[config.mk]
export PLATFORM = sky130hd
export DESIGN_NAME = beep_pattern_sequencer_flat
export DESIGN_NICKNAME = d
export VERILOG_FILES = /design/src/rtl/core/bps_pkg.sv /design/src/rtl/core/bps_if.sv /design/src/rtl/core/bps_step.sv /design/src/rtl/core/beep_pattern_sequencer.sv /design/src/flat_wrapper.sv
export SDC_FILE = /design/constraint.sdc
export NUM_CORES = 1
export LEC_CHECK = 0
export BUFFER_PORTS_ARGS = -buffer_cell sky130_fd_sc_hd__buf_2
export CAP_MARGIN = 0
export CORE_ASPECT_RATIO = 0.8
export CORE_MARGIN = 4
export CORE_UTILIZATION = 30
export CTS_BUF_LIST = sky130_fd_sc_hd__clkbuf_8
export DETAILED_ROUTE_END_ITERATION = 10
export PLACE_DENSITY = 0.55
export SLEW_MARGIN = 20
export SYNTH_ARGS = -nofsm -noshare
export SYNTH_HDL_FRONTEND = slang
export SYNTH_SLANG_ARGS = --single-unit
[constraint.sdc]
create_clock -name clk -period 7.82 [get_ports clk]
set_input_delay 0.782 -clock clk [delete_from_list [all_inputs] [get_ports clk]]
set_output_delay 0.782 -clock clk [all_outputs]
set_load 0.05 [all_outputs]
[src/rtl/core/bps_pkg.sv]
// bps_pkg: shared types, constants and pattern tables for the beep pattern sequencer.
// Depends on nothing; used by bps_step and beep_pattern_sequencer.

package bps_pkg;

  // Pattern ids that need their own sequencing
  localparam logic [3:0] ID_NONE     = 4'd0;
  localparam logic [3:0] ID_CRIT_LOW = 4'd1;
  localparam logic [3:0] ID_DEAD     = 4'd10;

  // Tone codes
  localparam logic [2:0] TONE_315  = 3'd0;
  localparam logic [2:0] TONE_440  = 3'd1;
  localparam logic [2:0] TONE_1250 = 3'd2;
  localparam logic [2:0] TONE_1400 = 3'd3;
  localparam logic [2:0] TONE_1760 = 3'd4;
  localparam logic [2:0] TONE_OFF  = 3'd7;

  // Critical-low pattern limits
  localparam logic [6:0] CRIT_HIGH_END  = 7'd50;
  localparam logic [6:0] CRIT_LOW_END   = 7'd100;
  localparam logic [6:0] CRIT_BURSTS    = 7'd3;
  localparam logic [6:0] CRIT_PAUSE_END = 7'd100;

  // Dead pattern limits
  localparam logic [6:0] DEAD_BURST_END = 7'd100;
  localparam logic [6:0] DEAD_BURSTS    = 7'd4;

  // Configuration register indexes
  localparam logic CFG_REPEAT_ENABLE  = 1'b0;
  localparam logic CFG_PATTERN_ENABLE = 1'b1;

  localparam logic [14:0] PATTERN_ENABLE_RESET = 15'h7FFF;

  localparam int unsigned NUM_WINDOWS = 5;

  // Window table: count of windows, inclusive phase limit and tone of each window.
  // Ids none, critical low and dead are sequenced separately and have no windows.
  localparam logic [2:0] PAT_LEN [16] = '{
    3'd0, 3'd0, 3'd5, 3'd1, 3'd2, 3'd1, 3'd2, 3'd1,
    3'd3, 3'd5, 3'd0, 3'd1, 3'd1, 3'd4, 3'd5, 3'd5
  };

  localparam logic [6:0] PAT_LIM [16][NUM_WINDOWS] = '{
    '{7'd0,  7'd0,  7'd0,  7'd0,  7'd0},
    '{7'd0,  7'd0,  7'd0,  7'd0,  7'd0},
    '{7'd13, 7'd26, 7'd39, 7'd64, 7'd77},
    '{7'd13, 7'd0,  7'd0,  7'd0,  7'd0},
    '{7'd25, 7'd50, 7'd0,  7'd0,  7'd0},
    '{7'd13, 7'd0,  7'd0,  7'd0,  7'd0},
    '{7'd13, 7'd26, 7'd0,  7'd0,  7'd0},
    '{7'd25, 7'd0,  7'd0,  7'd0,  7'd0},
    '{7'd13, 7'd26, 7'd39, 7'd0,  7'd0},
    '{7'd13, 7'd26, 7'd39, 7'd52, 7'd65},
    '{7'd0,  7'd0,  7'd0,  7'd0,  7'd0},
    '{7'd13, 7'd0,  7'd0,  7'd0,  7'd0},
    '{7'd13, 7'd0,  7'd0,  7'd0,  7'd0},
    '{7'd13, 7'd26, 7'd39, 7'd52, 7'd0},
    '{7'd13, 7'd26, 7'd39, 7'd52, 7'd65},
    '{7'd13, 7'd26, 7'd39, 7'd52, 7'd65}
  };

  localparam logic [2:0] PAT_TONE [16][NUM_WINDOWS] = '{
    '{TONE_315,  TONE_315, TONE_315,  TONE_315, TONE_315},
    '{TONE_315,  TONE_315, TONE_315,  TONE_315, TONE_315},
    '{TONE_1250, TONE_OFF, TONE_1250, TONE_OFF, TONE_1250},
    '{TONE_1250, TONE_315, TONE_315,  TONE_315, TONE_315},
    '{TONE_1250, TONE_315, TONE_315,  TONE_315, TONE_315},
    '{TONE_1250, TONE_315, TONE_315,  TONE_315, TONE_315},
    '{TONE_1760, TONE_1400, TONE_315, TONE_315, TONE_315},
    '{TONE_1250, TONE_315, TONE_315,  TONE_315, TONE_315},
    '{TONE_1760, TONE_OFF, TONE_1760, TONE_315, TONE_315},
    '{TONE_1760, TONE_OFF, TONE_1760, TONE_OFF, TONE_1760},
    '{TONE_315,  TONE_315, TONE_315,  TONE_315, TONE_315},
    '{TONE_440,  TONE_315, TONE_315,  TONE_315, TONE_315},
    '{TONE_315,  TONE_315, TONE_315,  TONE_315, TONE_315},
    '{TONE_315,  TONE_OFF, TONE_315,  TONE_OFF, TONE_315},
    '{TONE_315,  TONE_OFF, TONE_315,  TONE_OFF, TONE_315},
    '{TONE_1760, TONE_OFF, TONE_1760, TONE_OFF, TONE_1760}
  };

  // Sequencer state
  typedef struct packed {
    logic [3:0] pattern_id;
    logic [6:0] phase_count;
    logic [6:0] burst_count;
    logic [6:0] pause_count;
    logic       second_pass;
    logic       tone_state;
    logic [2:0] tone_select;
    logic       active_flag;
  } state_t;

  // One result transaction
  typedef struct packed {
    logic       tone_on;
    logic [2:0] tone_code;
    logic       beeping;
    logic [3:0] active_id;
  } result_t;

  // Configuration as seen by the step logic
  typedef struct packed {
    logic        repeat_enable;
    logic [14:0] pattern_enable;
  } cfg_t;

endpackage

[src/rtl/core/bps_if.sv]
// bps_item_if / bps_result_if: valid/ready channels of the beep pattern sequencer.
// Standalone; no package dependency.

interface bps_item_if;
  logic       valid;
  logic       ready;
  logic       action;
  logic [3:0] beep_id;

  modport source (output valid, output action, output beep_id, input ready);
  modport sink   (input valid, input action, input beep_id, output ready);
endinterface

interface bps_result_if;
  logic       valid;
  logic       ready;
  logic       tone_on;
  logic [2:0] tone_code;
  logic       beeping;
  logic [3:0] active_id;

  modport source (output valid, output tone_on, output tone_code, output beeping,
                  output active_id, input ready);
  modport sink   (input valid, input tone_on, input tone_code, input beeping,
                  input active_id, output ready);
endinterface

[src/rtl/core/bps_step.sv]
// bps_step: next-state logic of the beep pattern sequencer for one transaction.
// Depends on bps_pkg (state_t, cfg_t, pattern tables and limits).

module bps_step (
  input  bps_pkg::state_t st,
  input  bps_pkg::cfg_t   cfg,
  input  logic            action,
  input  logic [3:0]      beep_id,
  output bps_pkg::state_t st_next
);

  logic [3:0] gate_idx;
  logic       gated_on;
  logic       found;
  logic [2:0] win_tone;
  logic       win_first;
  logic [2:0] len;

  assign gate_idx = st.pattern_id - 4'd1;
  assign gated_on = (st.pattern_id != bps_pkg::ID_NONE) && cfg.pattern_enable[gate_idx];
  assign len      = bps_pkg::PAT_LEN[st.pattern_id];

  // Find the first window whose limit covers the current phase
  always_comb begin
    found     = 1'b0;
    win_tone  = bps_pkg::TONE_OFF;
    win_first = 1'b0;
    for (int w = 0; w < bps_pkg::NUM_WINDOWS; w++) begin
      if (!found && (3'(w) < len) && (st.phase_count <= bps_pkg::PAT_LIM[st.pattern_id][w]))
      begin
        found     = 1'b1;
        win_tone  = bps_pkg::PAT_TONE[st.pattern_id][w];
        win_first = (w == 0);
      end
    end
  end

  // Advance the running pattern or load a new one
  always_comb begin
    st_next = st;
    if (action) begin
      st_next.pattern_id  = beep_id;
      st_next.phase_count = '0;
      st_next.burst_count = '0;
      st_next.pause_count = '0;
      st_next.second_pass = 1'b0;
    end else if (gated_on) begin
      case (st.pattern_id)
        bps_pkg::ID_CRIT_LOW: begin
          if (st.burst_count < bps_pkg::CRIT_BURSTS) begin
            st_next.tone_state = 1'b1;
            if (st.phase_count <= bps_pkg::CRIT_HIGH_END) begin
              st_next.active_flag = 1'b1;
              st_next.phase_count = st.phase_count + 7'd1;
              st_next.tone_select = bps_pkg::TONE_1250;
            end else if (st.phase_count <= bps_pkg::CRIT_LOW_END) begin
              st_next.phase_count = st.phase_count + 7'd1;
              st_next.tone_select = bps_pkg::TONE_315;
            end else begin
              st_next.phase_count = '0;
              st_next.burst_count = st.burst_count + 7'd1;
            end
          end else if (st.pause_count <= bps_pkg::CRIT_PAUSE_END) begin
            st_next.pause_count = st.pause_count + 7'd1;
            st_next.tone_state  = 1'b0;
          end else if (!st.second_pass) begin
            st_next.burst_count = '0;
            st_next.second_pass = 1'b1;
          end else begin
            st_next.tone_state  = 1'b0;
            st_next.burst_count = '0;
            st_next.pause_count = '0;
            st_next.second_pass = 1'b0;
            if (!cfg.repeat_enable) begin
              st_next.active_flag = 1'b0;
              st_next.pattern_id  = bps_pkg::ID_NONE;
            end
          end
        end
        bps_pkg::ID_DEAD: begin
          if (st.phase_count < bps_pkg::DEAD_BURSTS) begin
            if (st.burst_count <= bps_pkg::DEAD_BURST_END) begin
              st_next.active_flag = 1'b1;
              st_next.tone_state  = 1'b1;
              st_next.tone_select = bps_pkg::TONE_1250;
              st_next.burst_count = st.burst_count + 7'd1;
            end else begin
              st_next.phase_count = st.phase_count + 7'd1;
              st_next.burst_count = '0;
            end
          end else begin
            st_next.phase_count = '0;
            st_next.tone_state  = 1'b0;
            if (!cfg.repeat_enable) begin
              st_next.active_flag = 1'b0;
              st_next.pattern_id  = bps_pkg::ID_NONE;
            end
          end
        end
        default: begin
          if (found) begin
            if (win_first) begin
              st_next.active_flag = 1'b1;
            end
            if (win_tone == bps_pkg::TONE_OFF) begin
              st_next.tone_state = 1'b0;
            end else begin
              st_next.tone_state  = 1'b1;
              st_next.tone_select = win_tone;
            end
            st_next.phase_count = st.phase_count + 7'd1;
          end else begin
            st_next.phase_count = '0;
            st_next.tone_state  = 1'b0;
            if (!cfg.repeat_enable) begin
              st_next.active_flag = 1'b0;
              st_next.pattern_id  = bps_pkg::ID_NONE;
            end
          end
        end
      endcase
    end
  end

endmodule

[src/rtl/core/beep_pattern_sequencer.sv]
// beep_pattern_sequencer: one result transaction per item; an accepted item is held in the
// input register until bps_step consumes it, then its result goes into the result register.
// Throughput: one item per cycle while the result buffer has room (bps_step is combinational);
// a two-entry result buffer keeps item.ready off result.ready (drops only when all are full).
// Reset (rst, synchronous, active high): pattern idle, tone off, counters clear, repeat 0,
// pattern_enable all ones, buffers empty. Uses bps_pkg, bps_if.sv and bps_step.

module beep_pattern_sequencer (
  input  logic                clk,
  input  logic                rst,
  bps_item_if.sink            item,
  bps_result_if.source        result,
  input  logic                cfg_we,
  input  logic                cfg_index,
  input  logic [14:0]         cfg_data
);

  bps_pkg::cfg_t    cfg;
  bps_pkg::state_t  st;
  bps_pkg::state_t  st_next;
  bps_pkg::result_t push_data;
  bps_pkg::result_t out_data;
  bps_pkg::result_t skid_data;

  logic       in_valid;
  logic       in_action;
  logic [3:0] in_beep_id;
  logic       out_valid;
  logic       skid_valid;
  logic       buf_full;
  logic       advance;
  logic       pop;
  logic       take;

  // Configuration registers
  always_ff @(posedge clk) begin
    if (rst) begin
      cfg.repeat_enable  <= 1'b0;
      cfg.pattern_enable <= bps_pkg::PATTERN_ENABLE_RESET;
    end else if (cfg_we) begin
      case (cfg_index)
        bps_pkg::CFG_REPEAT_ENABLE:  cfg.repeat_enable  <= cfg_data[0];
        bps_pkg::CFG_PATTERN_ENABLE: cfg.pattern_enable <= cfg_data;
        default: ;
      endcase
    end
  end

  // Handshake bookkeeping
  assign buf_full   = out_valid && skid_valid;
  assign advance    = in_valid && !buf_full;
  assign item.ready = !in_valid || !buf_full;
  assign take       = item.valid && item.ready;
  assign pop        = out_valid && result.ready;

  // Input register: hold the transaction until the step logic consumes it
  always_ff @(posedge clk) begin
    if (rst) begin
      in_valid <= 1'b0;
    end else if (take) begin
      in_valid <= 1'b1;
    end else if (advance) begin
      in_valid <= 1'b0;
    end
  end

  always_ff @(posedge clk) begin
    if (take) begin
      in_action  <= item.action;
      in_beep_id <= item.beep_id;
    end
  end

  bps_step u_step (
    .st      (st),
    .cfg     (cfg),
    .action  (in_action),
    .beep_id (in_beep_id),
    .st_next (st_next)
  );

  // Sequencer state: advance once per consumed transaction
  always_ff @(posedge clk) begin
    if (rst) begin
      st <= '0;
    end else if (advance) begin
      st <= st_next;
    end
  end

  assign push_data.tone_on   = st_next.tone_state;
  assign push_data.tone_code = st_next.tone_select;
  assign push_data.beeping   = st_next.active_flag;
  assign push_data.active_id = st_next.pattern_id;

  // Result buffer: output register plus skid entry
  always_ff @(posedge clk) begin
    if (rst) begin
      out_valid  <= 1'b0;
      skid_valid <= 1'b0;
    end else begin
      if (pop) begin
        if (skid_valid) begin
          skid_valid <= advance;
        end else begin
          out_valid <= advance;
        end
      end else if (advance) begin
        if (out_valid) begin
          skid_valid <= 1'b1;
        end else begin
          out_valid <= 1'b1;
        end
      end
    end
  end

  always_ff @(posedge clk) begin
    if (pop) begin
      if (skid_valid) begin
        out_data <= skid_data;
        if (advance) begin
          skid_data <= push_data;
        end
      end else if (advance) begin
        out_data <= push_data;
      end
    end else if (advance) begin
      if (out_valid) begin
        skid_data <= push_data;
      end else begin
        out_data <= push_data;
      end
    end
  end

  assign result.valid     = out_valid;
  assign result.tone_on   = out_data.tone_on;
  assign result.tone_code = out_data.tone_code;
  assign result.beeping   = out_data.beeping;
  assign result.active_id = out_data.active_id;

`ifndef NO_ASSERTIONS
  // Skid entry is only used behind a valid output register
  a_skid_order: assert property (@(posedge clk) disable iff (rst)
    skid_valid |-> out_valid)
    else $error("skid entry valid while output register empty");

  // State moves only when a transaction is consumed
  a_state_hold: assert property (@(posedge clk) disable iff (rst)
    !advance |=> $stable(st))
    else $error("sequencer state changed without a transaction");

  // Critical-low burst count never passes its burst limit
  a_crit_bursts: assert property (@(posedge clk) disable iff (rst)
    (st.pattern_id == bps_pkg::ID_CRIT_LOW) |-> (st.burst_count <= bps_pkg::CRIT_BURSTS))
    else $error("critical-low burst count out of range");

  // Dead pattern phase never passes its burst limit
  a_dead_phase: assert property (@(posedge clk) disable iff (rst)
    (st.pattern_id == bps_pkg::ID_DEAD) |-> (st.phase_count <= bps_pkg::DEAD_BURSTS))
    else $error("dead pattern phase out of range");
`endif

endmodule
[src/flat_wrapper.sv]
// flat-port wrapper written by rule: the top's interface ports become plain ports
module beep_pattern_sequencer_flat 
  (clk, rst, cfg_we, cfg_index, cfg_data, item_valid, item_action, item_beep_id, item_ready, result_valid, result_tone_on, result_tone_code, result_beeping, result_active_id, result_ready);
  bps_item_if item_i ();
  bps_result_if result_i ();
  input  logic clk;
  input  logic rst;
  input  logic cfg_we;
  input  logic cfg_index;
  input  logic [14:0] cfg_data;
  input wire logic [$bits(item_i.valid)-1:0] item_valid;
  input wire logic [$bits(item_i.action)-1:0] item_action;
  input wire logic [$bits(item_i.beep_id)-1:0] item_beep_id;
  output wire logic [$bits(item_i.ready)-1:0] item_ready;
  output wire logic [$bits(result_i.valid)-1:0] result_valid;
  output wire logic [$bits(result_i.tone_on)-1:0] result_tone_on;
  output wire logic [$bits(result_i.tone_code)-1:0] result_tone_code;
  output wire logic [$bits(result_i.beeping)-1:0] result_beeping;
  output wire logic [$bits(result_i.active_id)-1:0] result_active_id;
  input wire logic [$bits(result_i.ready)-1:0] result_ready;
  assign item_i.valid = item_valid;
  assign item_i.action = item_action;
  assign item_i.beep_id = item_beep_id;
  assign item_ready = item_i.ready;
  assign result_valid = result_i.valid;
  assign result_tone_on = result_i.tone_on;
  assign result_tone_code = result_i.tone_code;
  assign result_beeping = result_i.beeping;
  assign result_active_id = result_i.active_id;
  assign result_i.ready = result_ready;
  beep_pattern_sequencer u_core (.clk(clk), .rst(rst), .item(item_i), .result(result_i), .cfg_we(cfg_we), .cfg_index(cfg_index), .cfg_data(cfg_data));
endmodule
=== After elaboration in Yosys (flattened, before gate mapping) ===
Memory sizes are Yosys's and may differ from the RTL's.
Cells that the tools add are included.

* Flip-flop bits (word level): 73
* Latch bits: 0
* Memory bits (writable): 0
* Memory bits (read-only): 848
* Memories: 3

{| class="wikitable"
|+ Memories
! name !! depth !! width !! rd ports !! clocked after memory_dff !! write ports !! line !! text
|-
| (no name shown) || 16 || 35 || 1 || 0 || 0 || bps_step.sv:29 || <nowiki>if (!found && (3'(w) < len) && (st.phase_count <= bps_pkg::PAT_LIM[st.pattern_id][w]))</nowiki>
|-
| (no name shown) || 16 || 15 || 1 || 0 || 0 || bps_step.sv:32 || <nowiki>win_tone = bps_pkg::PAT_TONE[st.pattern_id][w];</nowiki>
|-
| (no name shown) || 16 || 3 || 1 || 0 || 0 || bps_step.sv:21 || <nowiki>assign len = bps_pkg::PAT_LEN[st.pattern_id];</nowiki>
|}

* $add $sub $neg: 4
* Multiply operators: 0
* Divide/modulo/power cells: 0
* $lt $le $gt $ge: 18
* Equal/unequal tests: 15
* Shifts and indexed selects: 0
* Muxes and demuxes: 91
* Bitwise logic cells: 2
* Reduce and logical (&&, ||, !) cells: 40

{| class="wikitable"
|+ Operators with widths
! operator !! number
|-
| 2-to-1 mux 7 bit || 14
|-
| 2-to-1 mux 9 bit || 9
|-
| 2-to-1 mux 35 bit || 2
|-
| 2-to-1 mux 3 bit || 13
|-
| less-or-equal comparator 7 bit || 5
|-
| 2-to-1 mux 1 bit || 35
|-
| 2-to-1 mux 31 bit || 1
|-
| 2-to-1 mux 15 bit || 2
|-
| 2-to-1 mux 26 bit || 1
|-
| 2-to-1 mux 4 bit || 6
|-
| case mux 11 bit (2 select lines) || 1
|-
| adder 7 x 1 -> 7 bit, second input constant || 3
|-
| less-or-equal comparator 7 bit, second input constant || 3
|-
| 2-to-1 mux 8 bit || 2
|-
| inequality test 4 x 3 -> 1 bit, second input constant || 4
|-
| logical AND 1 bit || 14
|-
| case mux 7 bit (2 select lines) || 1
|-
| nonzero test 2 bit || 6
|-
| 2-to-1 mux 5 bit || 2
|-
| case mux 5 bit (2 select lines) || 1
|-
| AND reduction 5 bit || 2
|-
| AND reduction 2 bit || 4
|-
| AND reduction 4 bit || 2
|-
| less-or-equal comparator 7 x 6 -> 1 bit, second input constant || 1
|-
| 23 further kinds || 36
|}

=== Longest topological paths before layout ===
* Depth after elaboration: 32
* Mapped depth: 18
* Mapped depth without buffers: 16

=== By module ===
From an unflattened synthesis, not the netlist that was laid out.

* Cell total of the unflattened synthesis: 638
* Area total of the unflattened synthesis: 5275.1 sq um

{| class="wikitable"
|+ By module, submodules not included
! module !! times used !! cells each !! area an instance (sq um) !! sequential area each (sq um)
|-
| beep_pattern_sequencer || 1 || 243 || 2681.3 || 1691.6
|-
| bps_step || 1 || 395 || 2593.7 || 0.0
|}

=== Worst setup path before layout ===
OpenSTA, ideal clock, no wires.

* Kind: reg2reg
* Start point: reg, netlist name u_core.st[27]
* End point: reg u_core.out_data (netlist bit u_core.result.active_id[3]), data pin
* Library setup time: 0.260 ns
* Arrival: 3.684 ns
* Data required time: 7.560 ns
* Setup slack: 3.876 ns
* Cell stages (with the launch flop): 19
* Period minus slack after synthesis: 3.944 ns
* Cell sequence: dfxtp_1 > buf_2 > inv_1 > ha_1 > buf_2 > nor2b_1 > and2_1 > inv_1 > nand2_1 > inv_1 > ha_1 > and4b_1 > a31o_2 > a31o_2 > a31o_1 > nor4_1 > o41ai_1 > a21o_1 > mux2_2

{| class="wikitable"
|+ RTL lines
! item !! line !! text
|-
| to (signal assigned) || beep_pattern_sequencer.sv:121 || <nowiki>out_data <= skid_data;</nowiki>
|-
| to (signal assigned) || beep_pattern_sequencer.sv:126 || <nowiki>out_data <= push_data;</nowiki>
|-
| to (signal assigned) || beep_pattern_sequencer.sv:132 || <nowiki>out_data <= push_data;</nowiki>
|-
| to (decl) || beep_pattern_sequencer.sv:22 || <nowiki>bps_pkg::result_t out_data;</nowiki>
|}

=== Final worst setup path ===
* Start point: reg, netlist name u_core.st[27]
* End point: reg u_core.out_data (netlist bit u_core.result.tone_code[2]), data pin

* Word-level cells in the longest chain between the ends: 32

{| class="wikitable"
|+ Ends and longest elaborated chain
! item !! line !! text
|-
| NOT 4 -> 5 bit (implied by the code) || bps_step.sv:21, bps_step.sv:29, bps_step.sv:32 ||
|-
| memory read (16 x 35 bit) or memory read (16 x 3 bit) (tied branches) || -- ||
|-
| 2-to-1 mux 35 bit (implied by the code) or 2-to-1 mux 3 bit (tied branches) (2 in a row) || bps_step.sv:29, bps_step.sv:21 ||
|-
| less-or-equal comparator 7 bit or less-than comparator 1 x 3 -> 1 bit (tied branches) || bps_step.sv:29 ||
|-
| logical AND 1 bit || bps_step.sv:29 ||
|-
| 2-to-1 mux 1 bit || bps_step.sv:29 ||
|-
| logical NOT 1 bit || bps_step.sv:29 ||
|-
| logical AND 1 bit (2 in a row) || bps_step.sv:29 ||
|-
| [14 not listed] || -- ||
|-
| 2-to-1 mux 3 bit || bps_step.sv:105 || <nowiki>if (win_tone == bps_pkg::TONE_OFF) begin</nowiki>
|-
| 2-to-1 mux 3 bit || bps_step.sv:101 || <nowiki>if (found) begin</nowiki>
|-
| case mux 5 bit (2 select lines) || bps_step.sv:48 || <nowiki>case (st.pattern_id)</nowiki>
|-
| 2-to-1 mux 31 bit (*) || bps_step.sv:47 || <nowiki>end else if (gated_on) begin</nowiki>
|-
| 2-to-1 mux 5 bit (*) || bps_step.sv:41 || <nowiki>if (action) begin</nowiki>
|-
| 2-to-1 mux 9 bit, on equally long branches || beep_pattern_sequencer.sv:129, beep_pattern_sequencer.sv:125 ||
|-
| 2-to-1 mux 9 bit, on equally long branches || beep_pattern_sequencer.sv:128, beep_pattern_sequencer.sv:120 ||
|-
| 2-to-1 mux 9 bit (*) || beep_pattern_sequencer.sv:119 || <nowiki>if (pop) begin</nowiki>
|}

Every way passes the cells marked *; elsewhere a longest branch is shown, timed or not. The select of a mux whose other input is x is not followed.
A chain may end at the register's enable or synchronous reset.

==> results.sh <==
export IMPL_cts_path_max_buffers=2
export IMPL_grt_usage_pct=14.8
export IMPL_route_detailed_drc=0
export IMPL_yosys_area_top_type="dfxtp_1"
export IMPL_drt_pre_antenna_iters=6
export IMPL_final_max_slew_violation_count=0
export IMPL_post_cts_buffers=0
export IMPL_place_ws_ns=3.22
export IMPL_ant_nets=0
export IMPL_pwr_share_clk_pct=34.2
export IMPL_maxSlewHeadroom_pct=29.1
export IMPL_path_max_fanout=15
export IMPL_grt_pass1_vias=4053
export IMPL_setup_violations=0
export IMPL_dp_hpwl_um=9920
export IMPL_syn2layout_area_growth_pct=12.4
export IMPL_pin_count=37
export IMPL_syn_area_per_cell_um2=8.69
export IMPL_cts_sinks=73
export IMPL_vdd_drop_max_mv=0.0793
export IMPL_num_rows=41
export IMPL_finalHoldViolations=0
export IMPL_synth_edf_count=23
export IMPL_rsz0062_at_grt="no"
export IMPL_yosys_register_bits=73
export IMPL_p_per_area_nw_per_um2=180
export IMPL_hold_class="reg2reg"
export IMPL_ctsResizeCount=0
export IMPL_p_int_w=0.000676
export IMPL_vias_per_cell=5.44
export IMPL_drive_gt1_share_pct=13.5
export IMPL_nets=643
export IMPL_core_area_um2=15800
export IMPL_pwr_share_seq_pct=42.8
export IMPL_synth_area_leaders="dfxtp_1 21%, edfxtp_1 14%, ha_1 8.0%"
export IMPL_die_x_um=150
export IMPL_fillCellCount=1669
export IMPL_h_tree_depth=3
export IMPL_p_total_w=0.000978
export IMPL_yosysWarningCount=0
export IMPL_antenna_found_initial=0
export IMPL_worst_pin_slew_ns=1.06
export IMPL_synthArstFlopShare_pct=0
export IMPL_combPwrFrac_pct=23.0
export IMPL_routed_via_count=4381
export IMPL_drt_initial_drc_count=313
export IMPL_cts_root_buf="clkbuf_8"
export IMPL_yosysTopAreaCellShare_pct=20.7
export IMPL_path_class="reg2reg"
export IMPL_port_buffers=36
export IMPL_dieArea_um2=18300
export IMPL_die_h_um=122
export IMPL_power_switching_w=0.000302
export IMPL_cts_made_buffers=9
export IMPL_avgRoutedWirePerCell_um=16.6
export IMPL_ys_seq_area_share_pct=34.9
export IMPL_fin_util_pct=34.5
export IMPL_status="complete, no violations"
export IMPL_layout_min_cycle_time_ns=4.68
export IMPL_diodes=0
export IMPL_syn_area_um2=4850
export IMPL_synthFlopType="dfxtp_1"
export IMPL_drv_cap=0
export IMPL_routed_wl_um=13400
export IMPL_start_util_pct=30.7
export IMPL_end_kind="register"
export IMPL_critPathLaunchType="register"
export IMPL_required_ns=7.92
export IMPL_swShare_pct=30.9
export IMPL_p_leak_nw=2.15
export IMPL_setup_ws_ns=3.14
export IMPL_fin_crit_sh_pct=59.8
export IMPL_grt_ovfl_total=0
export IMPL_finClkSkew_ns=0.00982
export IMPL_grt_pass1_wl_um=21400
export IMPL_synth_cell_types=80
export IMPL_fmaxAchievable_ghz=0.214
export IMPL_clk_pin_slew_worst_paths_ns=0.08
export IMPL_cts_hold_buf=0
export IMPL_grt_max_degree=37
export IMPL_synth_nets=615
export IMPL_finalSetupTns_ns=0
export IMPL_netlist_instances=558
export IMPL_tritoncts="done"
export IMPL_insertion_delay_ns=0.36
export IMPL_critPathArrivalTime_ns=4.78
export IMPL_gp_congestion=0.875
[logic make-up after synthesis]
family	synth area share, %
AOI/OAI and AO/OA	23.5
DFF	34.9
xor gates and xnor gates	3.05
muxes	2.79
and+or+nand+nor	23.4
buffers and inverters	4.36
adders and majority gates	8.00
[routing by layer]
| metal | global-route usage [%] | share of wire [%] | routed length [um] |
|---|---|---|---|
| met2 | 20.7 | 42 | 5560 |
| met1 | 22.0 | 50 | 6660 |
| met3 | 4.31 | 6.9 | 926 |
| met5 | 0 | 0 | 0 |
| met4 | 3.83 | 1.7 | 227 |
[through the flow]
step	std cells	hold slack, ns	instance area (um^2)
4_1_cts	805	0.468	5430
2_1_floorplan	558	0.427	4850
3_3_place_gp	789	0.441	5210
3_5_place_dp	789	0.450	5210
5_1_grt	806	0.486	5450
6_report	806	0.463	5450
[worst max-delay path, stage by stage (launching register included)]
cell and delay [ns]:
dfxtp_1 0.50, inv_1 0.20, ha_1 0.47, nor2b_1 0.38
and2_1 0.24, inv_1 0.12, nand2_1 0.11, inv_1 0.05
ha_1 0.29, nand3_1 0.08, or3_1 0.37, a2111oi_2 0.68
a21boi_1 0.28, o32a_1 0.32, o22a_1 0.23, o31ai_1 0.10
[cell type report]
type                       count  area, um^2  share of cell area (%)
tap                          215         269                    4.94
clock inverter                 6        81.3                    1.49
sequential                    73        1690                    31.1
clock buffer                  10         138                    2.53
multi-input combinational    433        2950                    54.2
timing repair buffer          39         203                    3.72
inverter                      30         113                    2.07
[final timing paths]
path | from | to | slack, ns | depth (start not counted)
max | u_core.st[27] | u_core.result.tone_code[2] | 3.14 | 15
max reg2reg | u_core.st[27] | u_core.result.tone_code[2] | 3.14 | 15
min reg2reg | u_core.cfg[8] | u_core.cfg[8] | 0.46 | 1
min | u_core.cfg[8] | u_core.cfg[8] | 0.46 | 1
[state kept, by name, indices dropped and copies added, names as in the netlist, 3 cells and up]
register                 cells
u_core.cfg                  16
u_core.in_beep_id            4
u_core.result.active_id      4
u_core.result.tone_code      3
u_core.skid_data             9
u_core.st                   31
[power groups by stage]
| stage | Combinational [W] | Sequential (W) | Clock (W) |
|---|---|---|---|
| 2_1_floorplan | 0.000163 | 0.000430 | 0 |
| 3_3_place_gp | 0.000216 | 0.000426 | 0 |
| 3_5_place_dp | 0.000219 | 0.000427 | 0 |
| 4_1_cts | 0.000221 | 0.000418 | 0.000343 |
| 5_1_grt | 0.000246 | 0.000420 | 0.000361 |
| 6_report | 0.000225 | 0.000419 | 0.000334 |
[synth_stat cells (all sizes together) (8+ instances only)]
cell type	count
dfxtp	50
nand3	15
nor2b	10
a211o	16
a21oi	45
nor3	12
clkbuf	12
nand4	8
o21ai	21
nand2	46
or3	8
o31ai	9
buf	10
nor2	55
xor2	8
xnor2	8
edfxtp	23
and3	24
nor4	9
ha	31
inv	30
[cells in the final DEF (no fill, tap or decap), types with 3 or more instances in the layout]
master     n
dfxtp_1   50
o211ai_1   3
inv_1     29
nand2b_1   7
nand4_1    8
clkbuf_8  10
a31oi_1    7
nor3_1    10
and3_1    24
a21o_1     6
nand2_1   46
o21a_1     5
o21ai_1    3
nor2_1    54
ha_1      31
a31o_2     3
a211oi_1   4
o31ai_1    9
a22oi_1    4
nor4_1     8
nor2b_1   10
xor2_1     8
and2_1     7
xnor2_1    7
a211o_1   16
buf_2     36
o21bai_1   3
or3_1      8
mux2i_1    3
edfxtp_1  23
o21ai_0   17
a21oi_1   44
nand4b_1   4
nand3_1   15
No activity file was read; power rests on OpenSTA's default activity.
